<file path="config.mk">
export PLATFORM = sky130hd
export DESIGN_NAME = huffman_code_builder_top
export DESIGN_NICKNAME = d
export VERILOG_FILES = /design/src/design/hcb_pkg.sv /design/src/design/hcb_ram.sv /design/src/design/hcb_ctrl.sv /design/src/design/hcb_dp.sv /design/src/design/huffman_code_builder_top.sv
export SDC_FILE = /design/constraint.sdc
export NUM_CORES = 2
export LEC_CHECK = 0
export BUFFER_PORTS_ARGS = -buffer_cell sky130_fd_sc_hd__clkbuf_2
export CAP_MARGIN = 5
export CELL_PAD_IN_SITES_DETAIL_PLACEMENT = 1
export CELL_PAD_IN_SITES_GLOBAL_PLACEMENT = 1
export CORE_MARGIN = 4
export CORE_UTILIZATION = 40
export CTS_BUF_LIST = sky130_fd_sc_hd__clkbuf_16
export CTS_CLUSTER_DIAMETER = 100
export DETAILED_ROUTE_END_ITERATION = 10
export GPL_ROUTABILITY_DRIVEN = 1
export GPL_TIMING_DRIVEN = 0
export MAX_ROUTING_LAYER = met4
export PLACE_DENSITY = 0.65
export SLEW_MARGIN = 20
export SYNTH_ARGS = -nofsm -noshare
export SYNTH_HDL_FRONTEND = slang
export SYNTH_SLANG_ARGS = --single-unit
</file>
<file path="constraint.sdc">
create_clock -name clk -period 5.45 [get_ports clk]
set_clock_uncertainty 0.05 [all_clocks]
set_input_delay 0.8175 -clock clk [delete_from_list [all_inputs] [get_ports clk]]
set_output_delay 0.8175 -clock clk [all_outputs]
set_load 0.005 [all_outputs]
</file>
<file path="src/design/hcb_pkg.sv">
// ----------------------------------------------------------------------------
// hcb_pkg
// Shared command and status types for the Huffman code builder.
// ----------------------------------------------------------------------------
package hcb_pkg;

	localparam int unsigned CodeBits = 15;
	localparam int unsigned SymBits  = 4;
	localparam int unsigned LenBits  = 4;

	typedef enum logic [3:0] {
		OP_NONE,
		OP_LOAD,
		OP_START,
		OP_NEWNODE,
		OP_SCAN,
		OP_MARK_A,
		OP_MERGE,
		OP_LEAF,
		OP_FIRST,
		OP_EVAL,
		OP_EMIT
	} hcb_op_t;

	typedef struct packed {
		hcb_op_t op;
	} hcb_cmd_t;

	typedef struct packed {
		logic cnt_ge2;
		logic build_done;
		logic scan_last;
		logic walk_more;
		logic leaf_last;
		logic emit_ok;
	} hcb_status_t;

endpackage

</file>
<file path="src/design/hcb_ram.sv">
// ----------------------------------------------------------------------------
// hcb_ram
// Generic single write port, single read port RAM with registered read.
// ----------------------------------------------------------------------------
module hcb_ram #(
	parameter int unsigned WIDTH = 8,
	parameter int unsigned DEPTH = 16
) (
	input  logic                     clk,
	input  logic                     we,
	input  logic [$clog2(DEPTH)-1:0] waddr,
	input  logic [WIDTH-1:0]         wdata,
	input  logic [$clog2(DEPTH)-1:0] raddr,
	output logic [WIDTH-1:0]         rdata
);

	logic [WIDTH-1:0] mem_q [DEPTH];
	logic [WIDTH-1:0] rdata_q;

	always_ff @(posedge clk) begin
		if (we) begin
			mem_q[waddr] <= wdata;
		end
		rdata_q <= mem_q[raddr];
	end

	assign rdata = rdata_q;

endmodule

</file>
<file path="src/design/hcb_ctrl.sv">
// ----------------------------------------------------------------------------
// hcb_ctrl
// Sequencer for load, tree build and code walk.
// ----------------------------------------------------------------------------
module hcb_ctrl
	import hcb_pkg::*;
(
	input  logic        clk,
	input  logic        arst_n,
	input  logic        in_valid,
	input  logic        last_weight,
	output logic        in_ready,
	input  hcb_status_t status,
	output hcb_cmd_t    cmd
);

	typedef enum logic [11:0] {
		S_LOAD    = 12'b0000_0000_0001,
		S_START   = 12'b0000_0000_0010,
		S_NEWNODE = 12'b0000_0000_0100,
		S_SCAN_A  = 12'b0000_0000_1000,
		S_DRAIN_A = 12'b0000_0001_0000,
		S_MARK_A  = 12'b0000_0010_0000,
		S_SCAN_B  = 12'b0000_0100_0000,
		S_DRAIN_B = 12'b0000_1000_0000,
		S_MERGE   = 12'b0001_0000_0000,
		S_LEAF    = 12'b0010_0000_0000,
		S_FIRST   = 12'b0100_0000_0000,
		S_WALK    = 12'b1000_0000_0000
	} hcb_state_t;

	hcb_state_t state_q, state_d;
	logic       emit_q, emit_d;

	assign in_ready = (state_q == S_LOAD) && !emit_q;

	always_comb begin
		state_d = state_q;
		emit_d  = emit_q;
		cmd.op  = OP_NONE;
		if (emit_q) begin
			// hold until the output register is free
			if (status.emit_ok) begin
				cmd.op = OP_EMIT;
				emit_d = 1'b0;
				state_d = status.leaf_last ? S_LOAD : S_LEAF;
			end
		end else begin
			case (state_q)
				S_LOAD: begin
					if (in_valid) begin
						cmd.op = OP_LOAD;
						if (last_weight) state_d = S_START;
					end
				end
				S_START: begin
					cmd.op  = OP_START;
					state_d = status.cnt_ge2 ? S_NEWNODE : S_LOAD;
				end
				S_NEWNODE: begin
					if (status.build_done) begin
						state_d = S_LEAF;
					end else begin
						cmd.op  = OP_NEWNODE;
						state_d = S_SCAN_A;
					end
				end
				S_SCAN_A: begin
					cmd.op = OP_SCAN;
					if (status.scan_last) state_d = S_DRAIN_A;
				end
				S_DRAIN_A: state_d = S_MARK_A;
				S_MARK_A: begin
					cmd.op  = OP_MARK_A;
					state_d = S_SCAN_B;
				end
				S_SCAN_B: begin
					cmd.op = OP_SCAN;
					if (status.scan_last) state_d = S_DRAIN_B;
				end
				S_DRAIN_B: state_d = S_MERGE;
				S_MERGE: begin
					cmd.op  = OP_MERGE;
					state_d = S_NEWNODE;
				end
				S_LEAF: begin
					cmd.op  = OP_LEAF;
					state_d = S_FIRST;
				end
				S_FIRST: begin
					cmd.op = OP_FIRST;
					if (status.walk_more) state_d = S_WALK;
					else emit_d = 1'b1;
				end
				S_WALK: begin
					cmd.op = OP_EVAL;
					if (!status.walk_more) emit_d = 1'b1;
				end
				default: state_d = S_LOAD;
			endcase
		end
	end

	always_ff @(posedge clk or negedge arst_n) begin
		if (!arst_n) begin
			state_q <= S_LOAD;
			emit_q  <= 1'b0;
		end else begin
			state_q <= state_d;
			emit_q  <= emit_d;
		end
	end

endmodule

</file>
<file path="src/design/hcb_dp.sv">
// ----------------------------------------------------------------------------
// hcb_dp
// Node table, minimum search, code walk and output register.
// ----------------------------------------------------------------------------
module hcb_dp
	import hcb_pkg::*;
#(
	parameter int unsigned MAX_SYMBOLS = 16,
	parameter int unsigned WEIGHT_BITS = 16
) (
	input  logic                   clk,
	input  logic                   arst_n,
	input  hcb_cmd_t               cmd,
	output hcb_status_t            status,
	input  logic [WEIGHT_BITS-1:0] weight,
	input  logic                   out_ready,
	output logic                   out_valid,
	output logic [SymBits-1:0]     symbol,
	output logic [CodeBits-1:0]    code_bits,
	output logic [LenBits-1:0]     code_length,
	output logic                   last_code
);

	localparam int unsigned Nodes = 2 * MAX_SYMBOLS - 1;
	localparam int unsigned NIW   = $clog2(Nodes);
	localparam int unsigned CW    = $clog2(MAX_SYMBOLS + 1);
	localparam int unsigned WNB   = WEIGHT_BITS + $clog2(MAX_SYMBOLS);

	logic [CW-1:0]  cnt_q, n_q;
	logic [NIW-1:0] node_q, j_q, j_s1, best_q, a_q, leaf_q, cur_q, f_q, len_q;
	logic [WNB-1:0] best_w_q, wa_q;
	logic           rd_s1, found_q, out_valid_q;
	logic [CodeBits-1:0] code_q;

	logic [NIW-1:0] m;
	logic [NIW-1:0] raddr, p_waddr, w_waddr, p_wdata, p_rd, l_rd;
	logic           w_we, p_we, l_we;
	logic [WNB-1:0] w_wdata, w_rd;
	logic           better;

	assign m = NIW'({n_q, 1'b0} - 1'b1);

	always_comb begin
		raddr   = j_q;
		w_we    = 1'b0;
		w_waddr = node_q;
		w_wdata = wa_q + best_w_q;
		p_we    = 1'b0;
		p_waddr = node_q;
		p_wdata = '0;
		l_we    = (cmd.op == OP_MERGE);
		case (cmd.op)
			OP_LOAD: begin
				w_we    = (cnt_q < CW'(MAX_SYMBOLS));
				w_waddr = NIW'(cnt_q);
				w_wdata = WNB'(weight);
				p_we    = w_we;
				p_waddr = NIW'(cnt_q);
			end
			OP_NEWNODE: p_we = 1'b1;
			OP_MARK_A, OP_MERGE: begin
				p_we    = 1'b1;
				p_waddr = best_q;
				p_wdata = node_q;
				w_we    = (cmd.op == OP_MERGE);
			end
			OP_LEAF: raddr = leaf_q;
			OP_FIRST, OP_EVAL: raddr = p_rd;
			default: raddr = j_q;
		endcase
	end

	hcb_ram #(.WIDTH(WNB), .DEPTH(Nodes)) u_weight (
		.clk(clk), .we(w_we), .waddr(w_waddr), .wdata(w_wdata),
		.raddr(raddr), .rdata(w_rd)
	);
	hcb_ram #(.WIDTH(NIW), .DEPTH(Nodes)) u_parent (
		.clk(clk), .we(p_we), .waddr(p_waddr), .wdata(p_wdata),
		.raddr(raddr), .rdata(p_rd)
	);
	hcb_ram #(.WIDTH(NIW), .DEPTH(Nodes)) u_left (
		.clk(clk), .we(l_we), .waddr(node_q), .wdata(a_q),
		.raddr(raddr), .rdata(l_rd)
	);

	assign better = rd_s1 && (p_rd == '0) && (!found_q || (w_rd < best_w_q));

	assign status.cnt_ge2    = (cnt_q >= CW'(2));
	assign status.build_done = (node_q == m);
	assign status.scan_last  = (j_q == node_q - 1'b1);
	assign status.walk_more  = (p_rd != '0);
	assign status.leaf_last  = (leaf_q == NIW'(n_q - 1'b1));
	assign status.emit_ok    = !out_valid_q || out_ready;

	always_ff @(posedge clk or negedge arst_n) begin
		if (!arst_n) begin
			cnt_q       <= '0;
			rd_s1       <= 1'b0;
			out_valid_q <= 1'b0;
		end else begin
			rd_s1 <= (cmd.op == OP_SCAN);
			if (cmd.op == OP_LOAD && cnt_q < CW'(MAX_SYMBOLS)) cnt_q <= cnt_q + 1'b1;
			if (cmd.op == OP_START) cnt_q <= '0;
			if (cmd.op == OP_EMIT) out_valid_q <= 1'b1;
			else if (out_ready) out_valid_q <= 1'b0;
		end
	end

	always_ff @(posedge clk) begin
		j_s1 <= j_q;
		if (better) begin
			best_q   <= j_s1;
			best_w_q <= w_rd;
			found_q  <= 1'b1;
		end
		case (cmd.op)
			OP_START: begin
				n_q    <= cnt_q;
				node_q <= NIW'(cnt_q);
				leaf_q <= '0;
			end
			OP_NEWNODE: begin
				j_q     <= '0;
				found_q <= 1'b0;
			end
			OP_SCAN: j_q <= j_q + 1'b1;
			OP_MARK_A: begin
				a_q     <= best_q;
				wa_q    <= best_w_q;
				j_q     <= '0;
				found_q <= 1'b0;
			end
			OP_MERGE: node_q <= node_q + 1'b1;
			OP_LEAF: begin
				cur_q  <= leaf_q;
				code_q <= '0;
				len_q  <= '0;
			end
			OP_FIRST: f_q <= p_rd;
			OP_EVAL: begin
				// right child when the left pointer differs from where we came from
				if (l_rd != cur_q && len_q < NIW'(CodeBits)) begin
					code_q <= code_q | (CodeBits'(1) << len_q);
				end
				len_q <= len_q + 1'b1;
				cur_q <= f_q;
				f_q   <= p_rd;
			end
			OP_EMIT: begin
				symbol      <= SymBits'(leaf_q);
				code_bits   <= code_q;
				code_length <= LenBits'(len_q);
				last_code   <= (leaf_q == NIW'(n_q - 1'b1));
				leaf_q      <= leaf_q + 1'b1;
			end
			default: ;
		endcase
	end

	assign out_valid = out_valid_q;

endmodule

</file>
<file path="src/design/huffman_code_builder_top.sv">
// Flow: weights load while in_ready is high; after the closing word the build
// makes two scans over the i nodes below new node i and then a merge, for each
// new node; then each code is walked from its leaf up to the root and emitted.
// Throughput: one set at a time; the sequencer loads no new set while it builds or emits.
// Reset: arst_n clears the loaded count, sequencer and output valid; node RAMs
// are not cleared.
// ----------------------------------------------------------------------------
// huffman_code_builder_top
// Loads symbol weights, builds a Huffman tree and emits one code per symbol.
// ----------------------------------------------------------------------------
module huffman_code_builder_top
	import hcb_pkg::*;
#(
	parameter int unsigned MAX_SYMBOLS = 16,
	parameter int unsigned WEIGHT_BITS = 16
) (
	input  logic                   clk,
	input  logic                   arst_n,
	input  logic                   in_valid,
	output logic                   in_ready,
	input  logic [WEIGHT_BITS-1:0] weight,
	input  logic                   last_weight,
	output logic                   out_valid,
	input  logic                   out_ready,
	output logic [SymBits-1:0]     symbol,
	output logic [CodeBits-1:0]    code_bits,
	output logic [LenBits-1:0]     code_length,
	output logic                   last_code
);

	hcb_cmd_t    cmd;
	hcb_status_t status;

	hcb_ctrl u_ctrl (
		.clk(clk), .arst_n(arst_n), .in_valid(in_valid), .last_weight(last_weight),
		.in_ready(in_ready), .status(status), .cmd(cmd)
	);

	hcb_dp #(.MAX_SYMBOLS(MAX_SYMBOLS), .WEIGHT_BITS(WEIGHT_BITS)) u_dp (
		.clk(clk), .arst_n(arst_n), .cmd(cmd), .status(status), .weight(weight),
		.out_ready(out_ready), .out_valid(out_valid), .symbol(symbol),
		.code_bits(code_bits), .code_length(code_length), .last_code(last_code)
	);

`ifndef SYNTHESIS
	// the closing word starts a build, so no word can follow at once
	a_no_load_after_last: assert property (@(posedge clk) disable iff (!arst_n)
		in_valid && in_ready && last_weight |=> !in_ready)
		else $error("word accepted right after closing word");

	// a non-final code on the output means the set is still being emitted
	a_no_load_mid_set: assert property (@(posedge clk) disable iff (!arst_n)
		out_valid && !last_code |-> !in_ready)
		else $error("load open while a non-final code is held");
`endif

endmodule

</file>
=== Word-level counts from Yosys, hierarchy flattened ===
Memory sizes are Yosys's and may differ from the RTL's. A register that Yosys moved wholly into a read port is not among the register bits.
Index checks and enable logic that the tools add are counted.
Widths: inputs -> output; s select.

* Memory bits (writable): 930
* Memories: 3
* Input port bits: 21
* Output and inout bits: 26
* Flip-flop bits (word level): 150

* Mux-type cells: 44
* Equal/unequal tests: 34
* Reductions and logical operators: 26
* Add/subtract/negate cells: 9
* $lt $le $gt $ge: 4
* Bitwise gates (word level): 1
* Shift operators: 1

{| class="wikitable"
|+ Memories
! name !! words !! width !! read ports !! clocked after memory_dff !! wr ports !! RTL line !! text
|-
| u_dp.u_weight.mem_q || 31 || 20 || 1 || 1 || 1 || hcb_ram.sv:17 || <nowiki>logic [WIDTH-1:0] mem_q [DEPTH];</nowiki>
|-
| u_dp.u_left.mem_q || 31 || 5 || 1 || 1 || 1 || hcb_ram.sv:17 ||
|-
| u_dp.u_parent.mem_q || 31 || 5 || 1 || 1 || 1 || hcb_ram.sv:17 ||
|}

{| class="wikitable"
|+ Operators by type and width
! operator !! number
|-
| $pmux 12 s12 || 1
|-
| $mux 12 || 7
|-
| $pmux 5 s2 || 7
|-
| $pmux 4 s9 || 1
|-
| $pmux 15 s2 || 1
|-
| $add 5x1->5 const B || 5
|-
| $add 20x20->20 || 1
|-
| $lt 20x20->1 || 1
|-
| $mux 10 || 2
|-
| $mux 20 || 1
|-
| $mux 5 || 4
|-
| $eq 4x3->1 const B || 4
|-
| $eq 5x5->1 || 3
|-
| $mux 15 || 1
|-
| $or 15x15->15 || 1
|-
| $shl 1x5->15 const A || 1
|-
| $sub 5x1->5 const B || 3
|-
| $mux 1 || 13
|-
| $eq 12x1->1 const B || 1
|-
| $eq 12x10->1 const B || 1
|-
| $eq 12x11->1 const B || 1
|-
| $eq 12x12->1 const B || 1
|-
| $eq 12x2->1 const B || 1
|-
| $eq 12x3->1 const B || 1
|-
| 31 further kinds || 56
|}

=== Longest topological paths before layout ===
* Depth after elaboration: 10
* Mapped depth: 15
* Depth with buffers taken out: 12

=== By module ===
Synthesis repeated with hierarchy kept, for this count alone.

* Cells, all modules: 2580
* Area, all modules: 45194.6 um2

{| class="wikitable"
|+ Modules (own cells, without submodules)
! module !! cells each !! area an instance (um2) !! instances
|-
| hcb_ram (u_dp.u_weight) || 1122 || 24133.1 || 1
|-
| hcb_ram (u_dp.u_left ...) || 340 || 6389.9 || 2
|-
| hcb_dp || 659 || 7249.5 || 1
|-
| hcb_ctrl || 119 || 1032.2 || 1
|}

=== Worst setup path after synthesis ===
No wires, ideal clock.

* Path type: register to register
* From: register u_ctrl.state_q[9]
* To: memory u_dp.u_weight.mem_q[12][0] in the netlist's numbering (enable)
* Path buffers: 3
* Clock period less this slack: 4.388 ns
* Slack: 1.062 ns
* Arrival: 3.942 ns
* Cell stages (with the launch flop): 13
* Cell sequence: dfrtp_1 > buf_2 > or4_4 > or4b_1 > a21oi_2 > a21oi_1 > or2_1 > or3_1 > clkbuf_1 > a21oi_2 > nand2b_1 > clkbuf_1 > nor2_1

* Longest elaborated chain between the ends: 9

{| class="wikitable"
|+ Ends and longest elaborated chain
! item !! RTL line !! text
|-
| start: declaration || hcb_ctrl.sv:32 || <nowiki>hcb_state_t state_q, state_d;</nowiki>
|-
| start signal: assignment || hcb_ctrl.sv:109 || <nowiki>state_q <= state_d;</nowiki>
|-
| $eq 12x4->1 / $eq 12x7->1 (equally long branches) || hcb_ctrl.sv:49 || <nowiki>case (state_q)</nowiki>
|-
| $reduce_or 2->1 (no source line) || n/a ||
|-
| $pmux 4 s9 (*) || hcb_ctrl.sv:49 ||
|-
| $mux 4 (*) || hcb_ctrl.sv:41 || <nowiki>if (emit_q) begin</nowiki>
|-
| $eq 4x3->1, on equally long branches || hcb_dp.sv:52, hcb_dp.sv:65 ||
|-
| $reduce_or 2->1 || n/a ||
|-
| $pmux 1 s2 || hcb_dp.sv:52 || <nowiki>case (cmd.op)</nowiki>
|-
| $mux 1 || hcb_ram.sv:21 || <nowiki>if (we) begin</nowiki>
|-
| $mux 1 (implied by the code) || hcb_ram.sv:22 || <nowiki>mem_q[waddr] <= wdata;</nowiki>
|-
| end: declaration || hcb_ram.sv:17 ||
|}

Every way passes the cells marked *; elsewhere a longest branch is shown, timed or not.

=== Final worst setup path ===
* From: register u_ctrl.state_q[4]
* To: register u_dp.u_weight.rdata_q[18], in the netlist u_dp.u_weight.rdata[18], read port of u_dp.u_weight.mem_q

* Longest elaborated chain between the ends: 7

{| class="wikitable"
|+ Ends and longest elaborated chain
! item !! RTL line !! text
|-
| $eq 12x4->1 / $eq 12x7->1 (equally long branches) || hcb_ctrl.sv:49 ||
|-
| $reduce_or 2->1 (no source line) || n/a ||
|-
| $pmux 4 s9 (*) || hcb_ctrl.sv:49 ||
|-
| $mux 4 (*) || hcb_ctrl.sv:41 ||
|-
| $eq 4x4->1 || hcb_dp.sv:52 ||
|-
| $reduce_or 2->1 (no source line) || n/a ||
|-
| $pmux 5 s2 (*) || hcb_dp.sv:52 ||
|-
| end: declaration || hcb_ram.sv:18 || <nowiki>logic [WIDTH-1:0] rdata_q;</nowiki>
|}

Marks and branches as above.
A chain may end at the register's enable or synchronous reset.

==> metrics.yaml <==
status: "complete, no violations"
crit_path_end_kind: "register"
io_pins: 47
grt_setup_unrepaired: "false"
htree_levels: 3
clock_latency_ns: 0.71
setup_viol: 0
ys_seq_elements: 1110
final_max_slew_viol_count: 0
track_usage_pct: 23.1
dp_hpwl_um: 97800
vias_per_cell: 5.66
synth_edf_count: 1054
p_leak_nw: 18.1
drt-met1-wl_um: 59700
crit_path_frequent_cell: "buf_2"
async_reset_ff_share_pct: 1.80
grt_first_pass_wirelength_um: 201000
yosysMostFrequentCell: "edfxtp_1"
synth-compound-area-share_pct: 6.60
worstPathCellList: "buf_2 -> or4_1 -> buf_2 -> nor3_1 -> and3_1 -> buf_2 -> a32oi_1 -> nand2_2 -> buf_2 -> clkbuf_1 -> nand2_1 -> a32oi_1 -> nand4_1 -> a211oi_1"
first_pass_iters: 6
dr_total_vias: 28900
ir_drop_uv: 268
ys_warn_count: 0
start_util_pct: 40.4
die_w_um: 345
fin_crit_sh_pct: 96.0
yosys-top-cells-area: "edfxtp_1 (70%), nand2_1 (5.5%), mux2i_1 (3.3%)"
path_delay_family: "simple AND/OR/NAND/NOR gates"
cap_violations: 0
cp-start-kind: "register"
p_per_area_nw_per_um2: 449
layout_setup_ws_ns: 0.219
grt_antenna_before_repair: 4
ys_seq_area_share_pct: 72.3
dieArea_um2: 119000
wire_per_inst_um: 27.0
final.min_clock_period_ns: 5.23
whs_ns: 0.0547
synthAdderAreaFrac_pct: 1.53
numClockSinks: 1110
hp-class: "in2async"
cts_inserted_buffers: 117
cts_root_buf: "clkbuf_16"
fp.dieH_um: 345
final_antenna_net_count: 0
syn2layout_area_growth_pct: 15.1
synth.top_cell.area_share_pct: 69.6
path_buf_inv: 5
critPathMaxFanout: 10
met2_length_um: 67100
synthCells: 3320
crit_slowest_cell: "a211oi_1"
yosys.area_share.simple_pct: 12.7
synthFlopType: "edfxtp_1"
post-route-cell-area_um2: 52400
drt_iter0_drc: 2591
grt_overflow: 0
final_layout_size_suffix_gt1_share_pct: 12.1
highest_layer: "met4"
routed_wl_um: 138000
yosysTopAreaCell: "edfxtp_1"
clockBufferDepth: 3
final.setup.tns_ns: 0
p_total_mw: 23.5
synth_nets: 3396
syn_area_um2: 45500
clk_pin_slew_ns: 0.06
cts_hold_buf: 0
critical_path_class: "reg2reg"
cp.arrival_ns: 5.71
grt_max_degree: 32
required_ns: 5.93
place_area_um2: 48500
max_stage_delay_ns: 0.69
slew_headroom_pct: 32.9
fmax_mhz: 191
hold_violations: 0
yosys-top-cells-count: "edfxtp_1 (1,054), nand2_1 (672), nand3_1 (209)"
worst_pin_slew_ns: 0.996
yosys-mux-area-fraction_pct: 3.57
final_nets: 3593
cts_tree: "done"
met3RoutedLength_um: 8280
num_rows: 123
dp_slack_ns: -0.405
io_buffers: 46
syn_area_per_cell_um2: 13.7
gp_congestion: 0.871
synth_top_family_by_area: "simple AND/OR/NAND/NOR gates"
synth_xor_area_share_pct: 1.14
core_area_um2: 113000
route.detailed.drc: 0
first_global_vias: 29900
ys_types: 78
[final timing paths]
kind	end	cells after the start	start	slack [ns]
setup / recovery	u_dp.u_weight.rdata[18]	14	u_ctrl.state_q[4]	0.22
hold / removal	u_ctrl.state_q[5]	1	arst_n	0.05
setup reg to reg	u_dp.u_weight.rdata[18]	14	u_ctrl.state_q[4]	0.22
hold reg to reg	u_dp.j_s1[2]	0	u_dp.j_q[2]	0.35
max in group asynchronous	u_dp.out_valid	1	arst_n	4.90
min in group clk	u_dp.j_s1[2]	0	u_dp.j_q[2]	0.35
[flip-flops by register name (all words and copies together) (netlist names), 12 cells and up]
signal and cells:
u_dp.code_q 15, u_dp.u_left.mem_q 155, u_dp.u_parent.mem_q 155, u_dp.best_w_q 20, u_dp.wa_q 20, u_dp.u_weight.mem_q 620
u_dp.u_weight.rdata 20, u_ctrl.state_q 12, u_dp.code_bits 15
[metal layers]
metal / track usage [%] / vias up
met1: 30.9 / 15000
met5: - / -
met2: 37.5 / 842
li1: - / 12900
met4: 5.72 / 0
met3: 3.45 / 175
[worst reg2reg max path: stages (launching register included)]
cell and delay (ns):
dfrtp_1 0.35, buf_2 0.19, or4_1 0.49, buf_2 0.18
nor3_1 0.37, and3_1 0.22, buf_2 0.26, a32oi_1 0.27
nand2_2 0.35, buf_2 0.40, clkbuf_1 0.58, nand2_1 0.13
a32oi_1 0.31, nand4_1 0.18, a211oi_1 0.69
[cell type report]
class                           instances  area [µm²]
Fill cell                           11400       60300
Sequential cell                      1110       32900
Multi-Input combinational cell       1978       12100
Clock buffer                          119        2980
Tap cell                             1500        1880
Buffer                                189         843
Timing Repair Buffer                   75         783
Clock inverter                         98         686
Inverter                               46         173
Antenna cell                            1        2.50
[per-stage QoR]
step / instances / util, %
finish: 5116 / 46.5
global route: 5115 / 46.5
CTS: 5108 / 46.4
detailed placement: 4891 / 43.1
global placement: 4866 / 42.3
floorplan: 3320 / -
[kinds of logic (layout without fill, tap and decap cells)]
group,Yosys count,count (layout)
buffers and inverters,235,527
multiplexers,161,161
XOR/XNOR,59,59
adder cells (fa/ha/maj),55,55
other,0,1
AND/OR/NAND/NOR,1288,1291
AO/OA/AOI/OAI,412,412
flip-flops,1110,1110
[power by group]
part	switching (mW)	internal [mW]	total (mW)	leakage (nW)
clock	3.35	4.28	7.64	1.90
combinational	3.99	1.43	5.42	6.03
sequential	0.225	10.2	10.4	10.2
total	7.57	15.9	23.5	18.1
[cell usage in the layout (no fill, tap or decap), types with 8 or more instances in the layout]
cell type	instances
a211oi_1	49
buf_6	8
nor2_1	131
buf_1	12
clkbuf_2	52
o21ai_0	47
nand4_1	70
dfrtp_1	19
and3_1	41
clkbuf_1	102
xnor2_1	30
buf_4	13
a21o_1	10
a21oi_1	42
nor2_2	13
nand3_1	209
dfxtp_1	36
edfxtp_1	1054
a211oi_2	13
xor2_1	29
o31ai_1	9
nand2b_1	15
nor2_4	31
nor3_1	25
clkinv_2	29
buf_16	10
clkinv_1	26
clkbuf_16	119
nand2_1	667
a31oi_1	40
mux2i_1	151
inv_1	72
buf_2	56
o21ai_4	10
mux2_2	9
and2_1	10
nor2b_1	17
ha_1	54
a32oi_1	124
[timing repair]
action,CTS,global route
cloned,0,3
buffers inserted,0,2
gates resized for setup,18,13
endpoints found under the setup margin,120,428
pin swaps,1,1
Power figures use the tool's default switching activity.
